[config.mk]
export PLATFORM = sky130hd
export DESIGN_NAME = rdcw_ram
export DESIGN_NICKNAME = d
export VERILOG_FILES = /design/src/rtl/rdcw_ram.sv
export SDC_FILE = /design/constraint.sdc
export NUM_CORES = 1
export LEC_CHECK = 0
export ABC_AREA = 0
export BUFFER_PORTS_ARGS = -buffer_cell sky130_fd_sc_hd__buf_2
export CAP_MARGIN = 20
export CORE_ASPECT_RATIO = 1.1
export CORE_MARGIN = 2
export CORE_UTILIZATION = 50
export CTS_CLUSTER_DIAMETER = 100
export DETAILED_ROUTE_END_ITERATION = 8
export GPL_ROUTABILITY_DRIVEN = 0
export PLACE_DENSITY = 0.77
export SYNTH_ARGS = -nofsm -noshare
export SYNTH_HDL_FRONTEND = slang
export SYNTH_SLANG_ARGS = --single-unit
[constraint.sdc]
create_clock -name clk_i -period 1.9 [get_ports clk_i]
set_clock_uncertainty 0.2 [all_clocks]
set_input_delay 0.095 -clock clk_i [delete_from_list [all_inputs] [get_ports clk_i]]
set_output_delay 0.095 -clock clk_i [all_outputs]
set_load 0.05 [all_outputs]
[src/rtl/rdcw_ram.sv]
// Generic single-write, single-read RAM with registered read data.
`default_nettype none

module rdcw_ram #(
  parameter int unsigned WIDTH = 8,
  parameter int unsigned DEPTH = 16
) (
  input  wire logic                     clk_i,
  input  wire logic                     we_i,
  input  wire logic [$clog2(DEPTH)-1:0] waddr_i,
  input  wire logic [WIDTH-1:0]         wdata_i,
  input  wire logic [$clog2(DEPTH)-1:0] raddr_i,
  output      logic [WIDTH-1:0]         rdata_o
);

  logic [WIDTH-1:0] mem_q [DEPTH];
  logic [WIDTH-1:0] rdata_q;

  always_ff @(posedge clk_i) begin
    if (we_i) begin
      mem_q[waddr_i] <= wdata_i;
    end
    rdata_q <= mem_q[raddr_i];
  end

  assign rdata_o = rdata_q;

endmodule

`default_nettype wire

==> Word-level counts from Yosys, hierarchy flattened <==
Memories as Yosys holds them, arrays and structs flattened. A register that Yosys moved wholly into a read port is not among the register bits.
Index checks and enable logic that the tools add are counted.
{ "classes": {"muxes": 2} }
{ "op_table": {"columns": ["op", "count"], "rows": [
  ["two-way mux 1 bit", 2]
]} }
{ "totals": {"register_bits": 0, "mem_bits_rw": 128, "inputBits": 18, "memories": 1, "out_inout_bits": 8, "wordCells": 3} }
{ "mem_list": {"columns": ["name", "words", "width", "rd", "rd_ports_with_merged_regs", "wr", "line", "rtl"], "rows": [
  ["mem_q", 16, 8, 1, 1, 1, "16", "logic [WIDTH-1:0] mem_q [DEPTH];"]
]} }

==> Logic depth before layout (Yosys ltp) <==
Gate-level depths: netlist of run 1.
{ "logic_depth": {"word_depth": 2, "ltp_mapped": 5, "depth_no_buf": 3} }

==> Worst setup path before layout of run 1 <==
Ideal clock, no wire load.
{ "synth_timing": {"kind": "in2reg", "from": "input waddr_i[2]", "to": "memory mem_q[0][0] (enable)", "arrival_time_ns": 1.205, "setup_slack_ns": 0.112, "t_required_ns": 1.317, "path_stages": 2, "path_buffers": 0, "setup_time_ns": 0.383, "path_cell_list": "or3b_2 -> nor3_1"} }
{ "synth_rtl": {"columns": ["element", "line", "rtl"], "rows": [
  ["start, declared", "10", "input wire logic [$clog2(DEPTH)-1:0] waddr_i,"],
  ["end, declared", "16", null]
]} }
No word-level cell before the write port.

==> flow_results.org, run 1 <==
** Setup path
- Crit path arrival time :: 1930 ps
- Worst reg2reg path startpoint :: mem_q[11][7]
- The critical path ends at rdata_o[6].
- The critical path starts at raddr_i[2].
- In this run the register-to-register setup slack is 260 ps.
- By startpoint and endpoint, the worst setup path is classified as in2reg.
- Counting cells, the worst reg-to-reg path comes to 3.
- The worst register-to-register path ends at rdata_o[7].
- Of all nets on the critical path, the largest fanout is 8.
- Element type at the critical path end :: flop
- STA puts the critical path data required time at 2090 ps.
- Startpoint types :: input port

** Global route
- The initial antenna violation count was 0.
- For this run the aggregate overflow at the end of global routing stands at 0.
- For this run, the total global-route usage over all layers was measured as 20.1%.
- Largest net degree at the start of global routing :: 33
- Vias in the first global route :: 2744
- First-pass GRT wire length :: 15700 um

** Logic synthesis
- Per-instance average area after synthesis :: 22.5 sq um
- Number of nets produced by synthesis :: 247
- Number of instances in the synthesized netlist :: 229
- Netlist Area Pre-Place :: 5150 sq um
- Post-synthesis cell type count :: 19
- In this run, synthesis produced a sequential element count of 136.
- Post-synthesis sequential area ratio :: 77.8%
- Total number of yosys warnings :: 0

** Routing
- DRC violation count after routing :: 0
- Pre-Repair DR Iteration Count :: 4
- WL per Instance :: 24.0 um
- Detailed routing inserted a total of 2577 vias.
- Post-route antenna net violation count :: 0
- Final routed wirelength across all metal layers :: 10400 um
- Violation count after the first detailed-route iteration :: 284
- After detailed routing, the number of vias per cell comes to 5.97.

** Place
- Detailed placement ended at an HPWL of 5940 um.
- Buffers placed on the I/O ports in this run total 25.

** Clocking
- TritonCTS created 17 clock buffers.
- Max Buffers Root-to-Sink :: 2
- Buffers added to address setup during post-CTS repair amount to 0.
- In this run the number of H-tree levels came out at 4.
- Clock transition at path regs :: 60 ps
- Cell chosen for the clock root :: sky130_fd_sc_hd__clkbuf_8
- Number of clock sinks :: 136
- TritonCTS built the clock tree.
- Source-to-sink clock delay at the later pin of the worst-skew pair :: 510 ps

** Status
- Status :: finished with violations
- Failing checks :: negative hold slack

** STA
- Final setup violation count :: 0
- Measured against its own limit, the worst slew margin works out to 71.4%.
- Setup repair after global routing left no endpoint under its margin.
- The final-report hold violation count is 1.
- Across all hold checks on the routed design, the worst slack comes to -4.14 ps.
- At the pin with the least slew margin, the transition time is 429 ps.
- Total Neg Setup Slack :: 0 ps
- The final critical path takes up 91.5% of the cycle.
- Fmax :: 575 MHz
- For the finished layout, the period the worst path requires is 1740 ps.
- The count of pins over their slew limit is 0.

** Layout
- FILL cells :: 637
- Fraction of final layout cells with drive strength greater than 1 :: 31.1%
- In the final layout, flip-flops and latches occupy 4000 sq um.
- 0 antenna diodes ended up in the layout.
- Area grow syn2layout :: 23.1%
- Number of nets at the end of the flow :: 317
- Summing all multi-input logic gate instances after layout gives 1060 sq um.

** Hold path
- In this run the worst hold path is classified as in2reg.

** Die
- Effective utilization at floorplan :: 51.8%
- In this run the core area contains 38 standard-cell rows.
- The floorplan step defined a die boundary enclosing 11100 sq um.
- Boundary Pins :: 26
- From left edge to right edge, the die measures 101 um.
- The core region is 9940 sq um.
- The die is 110 um tall.

** Power
- For this design the ratio of total power to cell area is 1170 nW/um^2.
- VDD sags by at most 585 uV.
- The analysis attributes to cell leakage a power of 2.20 nW.

** Flow run
- The tool flagged a number of max-cap violations equal to 0.
[power by group]
part / internal [W] / total [W] / switching, W
clock network: 0.00246 / 0.00363 / 0.00117
logic: 0.000156 / 0.000405 / 0.000249
registers: 0.00335 / 0.00337 / 0.0000187
[layout make-up]
cell class	instances	area share [%]
multi-input cells	83	16.7
repair buffers	61	7.19
flip-flops and latches	136	63.2
clock buffers	20	7.03
clock inverters	12	3.52
well taps	120	2.37
[stage by stage]
| stage | instance area (sq um) | power, W | worst slack [ps] | util [%] | cells |
|---|---|---|---|---|---|
| detailed placement | 5530 | 0.00382 | 102 | 55.6 | 386 |
| finish | 6330 | 0.00741 | 161 | 63.7 | 432 |
| global route | 6330 | 0.00762 | 112 | 63.7 | 432 |
| CTS | 6330 | 0.00745 | 205 | 63.7 | 432 |
| floorplan | 5150 | 0.00367 | 112 | - | 229 |
| global placement | 5530 | 0.00380 | 114 | 55.6 | 386 |
[kinds of logic after synthesis]
group / after synthesis / share of synthesized area [%]
mux: 32 / 15.0
buf+inv: 10 / 1.68
flops: 136 / 77.8
compound gates: 16 / 2.33
simple gates: 35 / 3.18
[cell usage after synthesis, drive strengths merged]
library cell	n	area share, %
buf	7	1.1
nor2b	1	0.12
nor3	4	0.39
and2	1	0.12
nand2	9	0.66
nand2b	2	0.24
a22oi	16	2.3
clkdlybuf4s25	3	0.58
mux4	32	15
nor2	13	0.95
edfxtp	128	75
dfxtp	8	3.1
and2b	1	0.15
nand3b	2	0.29
or3b	1	0.17
nand3	1	0.097
[placed cells by master (no fill, tap or decap), types with 3 or more instances in the layout]
master / instances
sky130_fd_sc_hd__a22oi_1: 16
sky130_fd_sc_hd__buf_2: 25
sky130_fd_sc_hd__buf_4: 20
sky130_fd_sc_hd__bufinv_16: 6
sky130_fd_sc_hd__clkbuf_16: 16
sky130_fd_sc_hd__clkbuf_8: 3
sky130_fd_sc_hd__dfxtp_1: 8
sky130_fd_sc_hd__dlygate4sd3_1: 14
sky130_fd_sc_hd__edfxtp_1: 128
sky130_fd_sc_hd__mux4_1: 14
sky130_fd_sc_hd__mux4_2: 18
sky130_fd_sc_hd__nand2_1: 9
sky130_fd_sc_hd__nor2_1: 13
sky130_fd_sc_hd__nor3_1: 4
[repair_timing]
action / CTS / global route
endpoints found under the hold margin: 167 / 0
gates resized for setup: 0 / 0
hold buffers: 14 / 0
[layer usage]
metal	part of all wire [%]	track usage [%]
met5	0	0
met3	9.3	7.66
met1	39	26.3
met2	49	30.2
met4	2.7	8.31
[worst min-delay path by stage]
stage                           from           to  slack (ps)  cells after the start
final                     raddr_i[0]   rdata_o[3]          -4                      4
after CTS                 waddr_i[2]  mem_q[1][3]           6                      4
after global placement    wdata_i[0]  mem_q[1][0]         280                      1
after detailed placement  wdata_i[1]  mem_q[5][1]         290                      1
after floorplan           wdata_i[0]  mem_q[0][0]          -6                      0
after global routing      raddr_i[0]   rdata_o[3]          30                      4
[flip-flops by register name, summed over array words and instances (netlist names)]
| name | count |
|---|---|
| rdata_o | 8 |
| mem_q | 128 |
[worst max-delay path, stage by stage]
cell and delay [ps]:
sky130_fd_sc_hd__dlygate4sd3_1 520, sky130_fd_sc_hd__buf_2 130, sky130_fd_sc_hd__nor2_1 50, sky130_fd_sc_hd__dlygate4sd3_1 550
sky130_fd_sc_hd__buf_4 190, sky130_fd_sc_hd__a22oi_1 300, sky130_fd_sc_hd__nand2_1 110
Power figures use the tool's default switching activity.
==> inputs of run 2 (changes only) <==
- CTS_BUF_LIST: default -> sky130_fd_sc_hd__clkbuf_2 sky130_fd_sc_hd__clkbuf_4 sky130_fd_sc_hd__clkbuf_8
- PLACE_DENSITY: 0.77 -> 0.8
- clock period: 1.9 -> 1.5 ns (I/O delays scaled with it)
==> run 2 against run 1 <==
Net effect:
- the flow finishes with violations (negative setup slack)
- via count fell by 3.0%
- global-route usage fell by 1.6 points
- die area did not move
- routed wire length fell by 8.7%
- first-iteration DRC count rose by 12%
- clock-buffer cell count fell by 3
- critical path type is now reg2reg
==> flow_results.org, run 2 (synthesized netlist as in run 1, its figures left out) <==
** Global route
- The first-pass GRT wire length is 14500 um (-7.6%).
- Vias in the first global route :: 2593 (-5.5%)
- The global route total overflow was 0 (unchanged).
- Antenna violations before repair :: 0 (unchanged)
- Largest net degree at the start of global routing :: 22 (-33%)
- Global Route Usage Sum :: 18.5% (-1.6 points)

** Layout
- The number of diodes is 0 (unchanged).
- Top register by number of flip-flops :: mem_q
- Final core utilization :: 61.5% (-2.2 points)
- The number of non-filler instances in the completed layout was 438 (+1.4%).
- The area of the multi-input gates is 1060 sq um (+0.47%).
- Leaving out fill and tap cells, the most frequent cell in the layout is sky130_fd_sc_hd__edfxtp_1.
- Number of nets at the end of the flow :: 323 (+1.9%)
- Leading cell types in the layout, fill and taps excluded :: 128 x sky130_fd_sc_hd__edfxtp_1, 30 x sky130_fd_sc_hd__buf_4, 25 x sky130_fd_sc_hd__buf_2
- The flip-flop count of the largest register, all copies and words added came to 128 (unchanged).
- The total of fill cells in the finished design was 669 (+5.0%).
- Area grow syn2layout :: 18.8%
- The ratio of cells with drive above 1 in the final layout came to 36.2% (+5.1 points).
- The area occupied by registers came to 4000 sq um (unchanged).

** Power
- The highest ir drop seen on vdd was 753 uV (+29%).
- The power density relative to cell area is 1280 nW/um^2 (+9.3%).
- The cell leakage power is 2.10 nW (-4.8%).

** Routing
- The remaining design rule violation count came to 0 (unchanged).
- Via count :: 2499 (-3.0%)
- The via density per instance was 5.71 (-4.4%).
- The routed length per placed instance came to 21.6 um (-9.9%).
- The DRC violation total after the first TritonRoute iteration was 319 (+12%).
- Post-route antenna net violation count :: 0 (unchanged)
- The total wire length after detailed routing is 9460 um (-8.7%).
- Pre-Repair DR Iteration Count :: 5 (+1)

** Clocking
- Source-to-sink clock delay at the later pin of the worst-skew pair :: 430 ps (-80 ps)
- Number of clock sinks :: 136 (unchanged)
- Cell chosen for the clock root :: sky130_fd_sc_hd__clkbuf_8
- The CTS buffer count came to 17 (unchanged).
- Max Buffers Root-to-Sink :: 2 (unchanged)
- Clock tree from TritonCTS :: yes
- The count of buffers added by post-CTS timing repair for setup was 0 (unchanged).
- Clock transition at path regs :: 80 ps (+20 ps)
- Level count of the clock H-tree :: 4 (unchanged)

** STA
- The accumulated negative setup slack came to -25.0 ps (-25.0 ps).
- Setup repair after global routing could not meet its margin everywhere.
- The max-slew headroom at the worst pin came to 47.4% (-24 points).
- The count of pins over their slew limit came to 0 (unchanged).
- Final clock period utilization by the worst path :: 102%
- The smallest hold slack was 21.3 ps (+25.4 ps).
- Subtracting the final worst setup slack from the clock period gives 1520 ps.
- Fmax :: 656 MHz
- The transition at the pin with the smallest max-transition slack is 785 ps (+357 ps).
- The final-report hold violation count was 0 (-1).
- The post-layout worst setup margin came to -25.0 ps (-186 ps).
- Final setup violation count :: 1 (+1)

** Status
- Status :: finished with violations
- The final reports fail on negative setup slack.

** Hold path
- Hold/Removal Path Class :: in2reg

** Place
- The total half-perimeter wirelength after legalization and detailed placement was 6430 um (+8.2%).
- The pre-CTS worst setup slack came to -217 ps (-319 ps).
- The cell total after placement was 396 (+2.6%).
- The count of input and output buffers came to 25 (unchanged).

** Die
- The die height came to 110 um (unchanged).
- Total number of placement rows :: 38 (unchanged)
- Boundary Pins :: 26 (unchanged)
- The core area was 9940 sq um (unchanged).
- The total die area came to 11100 sq um (unchanged).
- Effective utilization at floorplan :: 51.8% (unchanged)
- The horizontal extent of the die is 101 um (unchanged).

** Setup path
- Kind of critical path :: reg2reg
- The signal arrival time at the worst endpoint came to 1650 ps (-280 ps).
- Worst path cell trace :: mux4_2, a22oi_2, nand2_1
- CP peak stage delay :: 490 ps (-60 ps)
- Startpoint types :: flop
- Slowest stage cell, crit path :: sky130_fd_sc_hd__mux4_2
- CP Data Required Time :: 1620 ps (-470 ps)
- Biggest fanout along the worst timing path :: 1 (-7)
- Element type at the critical path end :: flop

** Flow run
- The count of max-cap constraint violations came to 0 (unchanged).
run 2: cell count changes in the layout (fill, tap and decap cells not counted), sizes merged:
cell / previous run / this run
buf: 47 / 57
dlygate4sd3: 14 / 10
bufinv: 6 / 3
clkbuf: 20 / 17
inv: 0 / 3
clkinv: 4 / 6
clkinvlp: 2 / 3
run 2: path summary, 6_finish.rpt:
kind | start | end | slack [ps] | cells after the start
max | mem_q[2][6] | rdata_o[6] | -20 | 3
min | raddr_i[2] | rdata_o[2] | 20 | 4
max reg2reg | mem_q[2][6] | rdata_o[6] | -20 | 3
min reg2reg | mem_q[4][1] | rdata_o[1] | 470 | 3
run 2: area by class of cell:
class	count	area share, %
Timing Repair Buffer	67	8.02
Tap cell	120	2.45
Sequential cell	136	65.5
Clock inverter	15	2.86
Multi-Input combinational cell	83	17.4
Clock buffer	17	3.83
run 2: critical path: cells and delay by family, from the launching register on:
family,cells,cell delay (ps)
multiplexers,1,490
flip-flops,1,410
AO/OA/AOI/OAI,1,210
AND/OR/NAND/NOR,1,100
run 2: per-layer routing:
layer  up-vias  share of wire, %  wire, um  track usage, %
met4         0               1.6       151            7.21
met5         -                 0         0               0
met3        14               5.0       471            5.32
li1       1123                 -         -               -
met2        77                53      4990            30.1
met1      1285                41      3850            23.4
run 2: where the power goes:
group | internal, W | total (W) | switching, W | leakage, nW
clock network | 0.00165 | 0.00303 | 0.00139 | 0.200
logic | 0.000207 | 0.000518 | 0.000312 | 0.674
registers | 0.00424 | 0.00427 | 0.0000250 | 1.22
run 2: timing repair:
item | in CTS | in global routing
hold buffers | 10 | 0
endpoints found under the setup margin | 3 | 7
pin swaps | 2 | 0
resized for setup | 4 | 3
cloned | 0 | 0
endpoints found under the hold margin | 135 | 0
run 2: metrics by stage:
stage,power [W],area [sq um]
4_1_cts,0.00787,6130
3_5_place_dp,0.00485,5610
5_1_grt,0.00809,6120
6_report,0.00782,6120
3_3_place_gp,0.00483,5610
2_1_floorplan,0.00465,5150
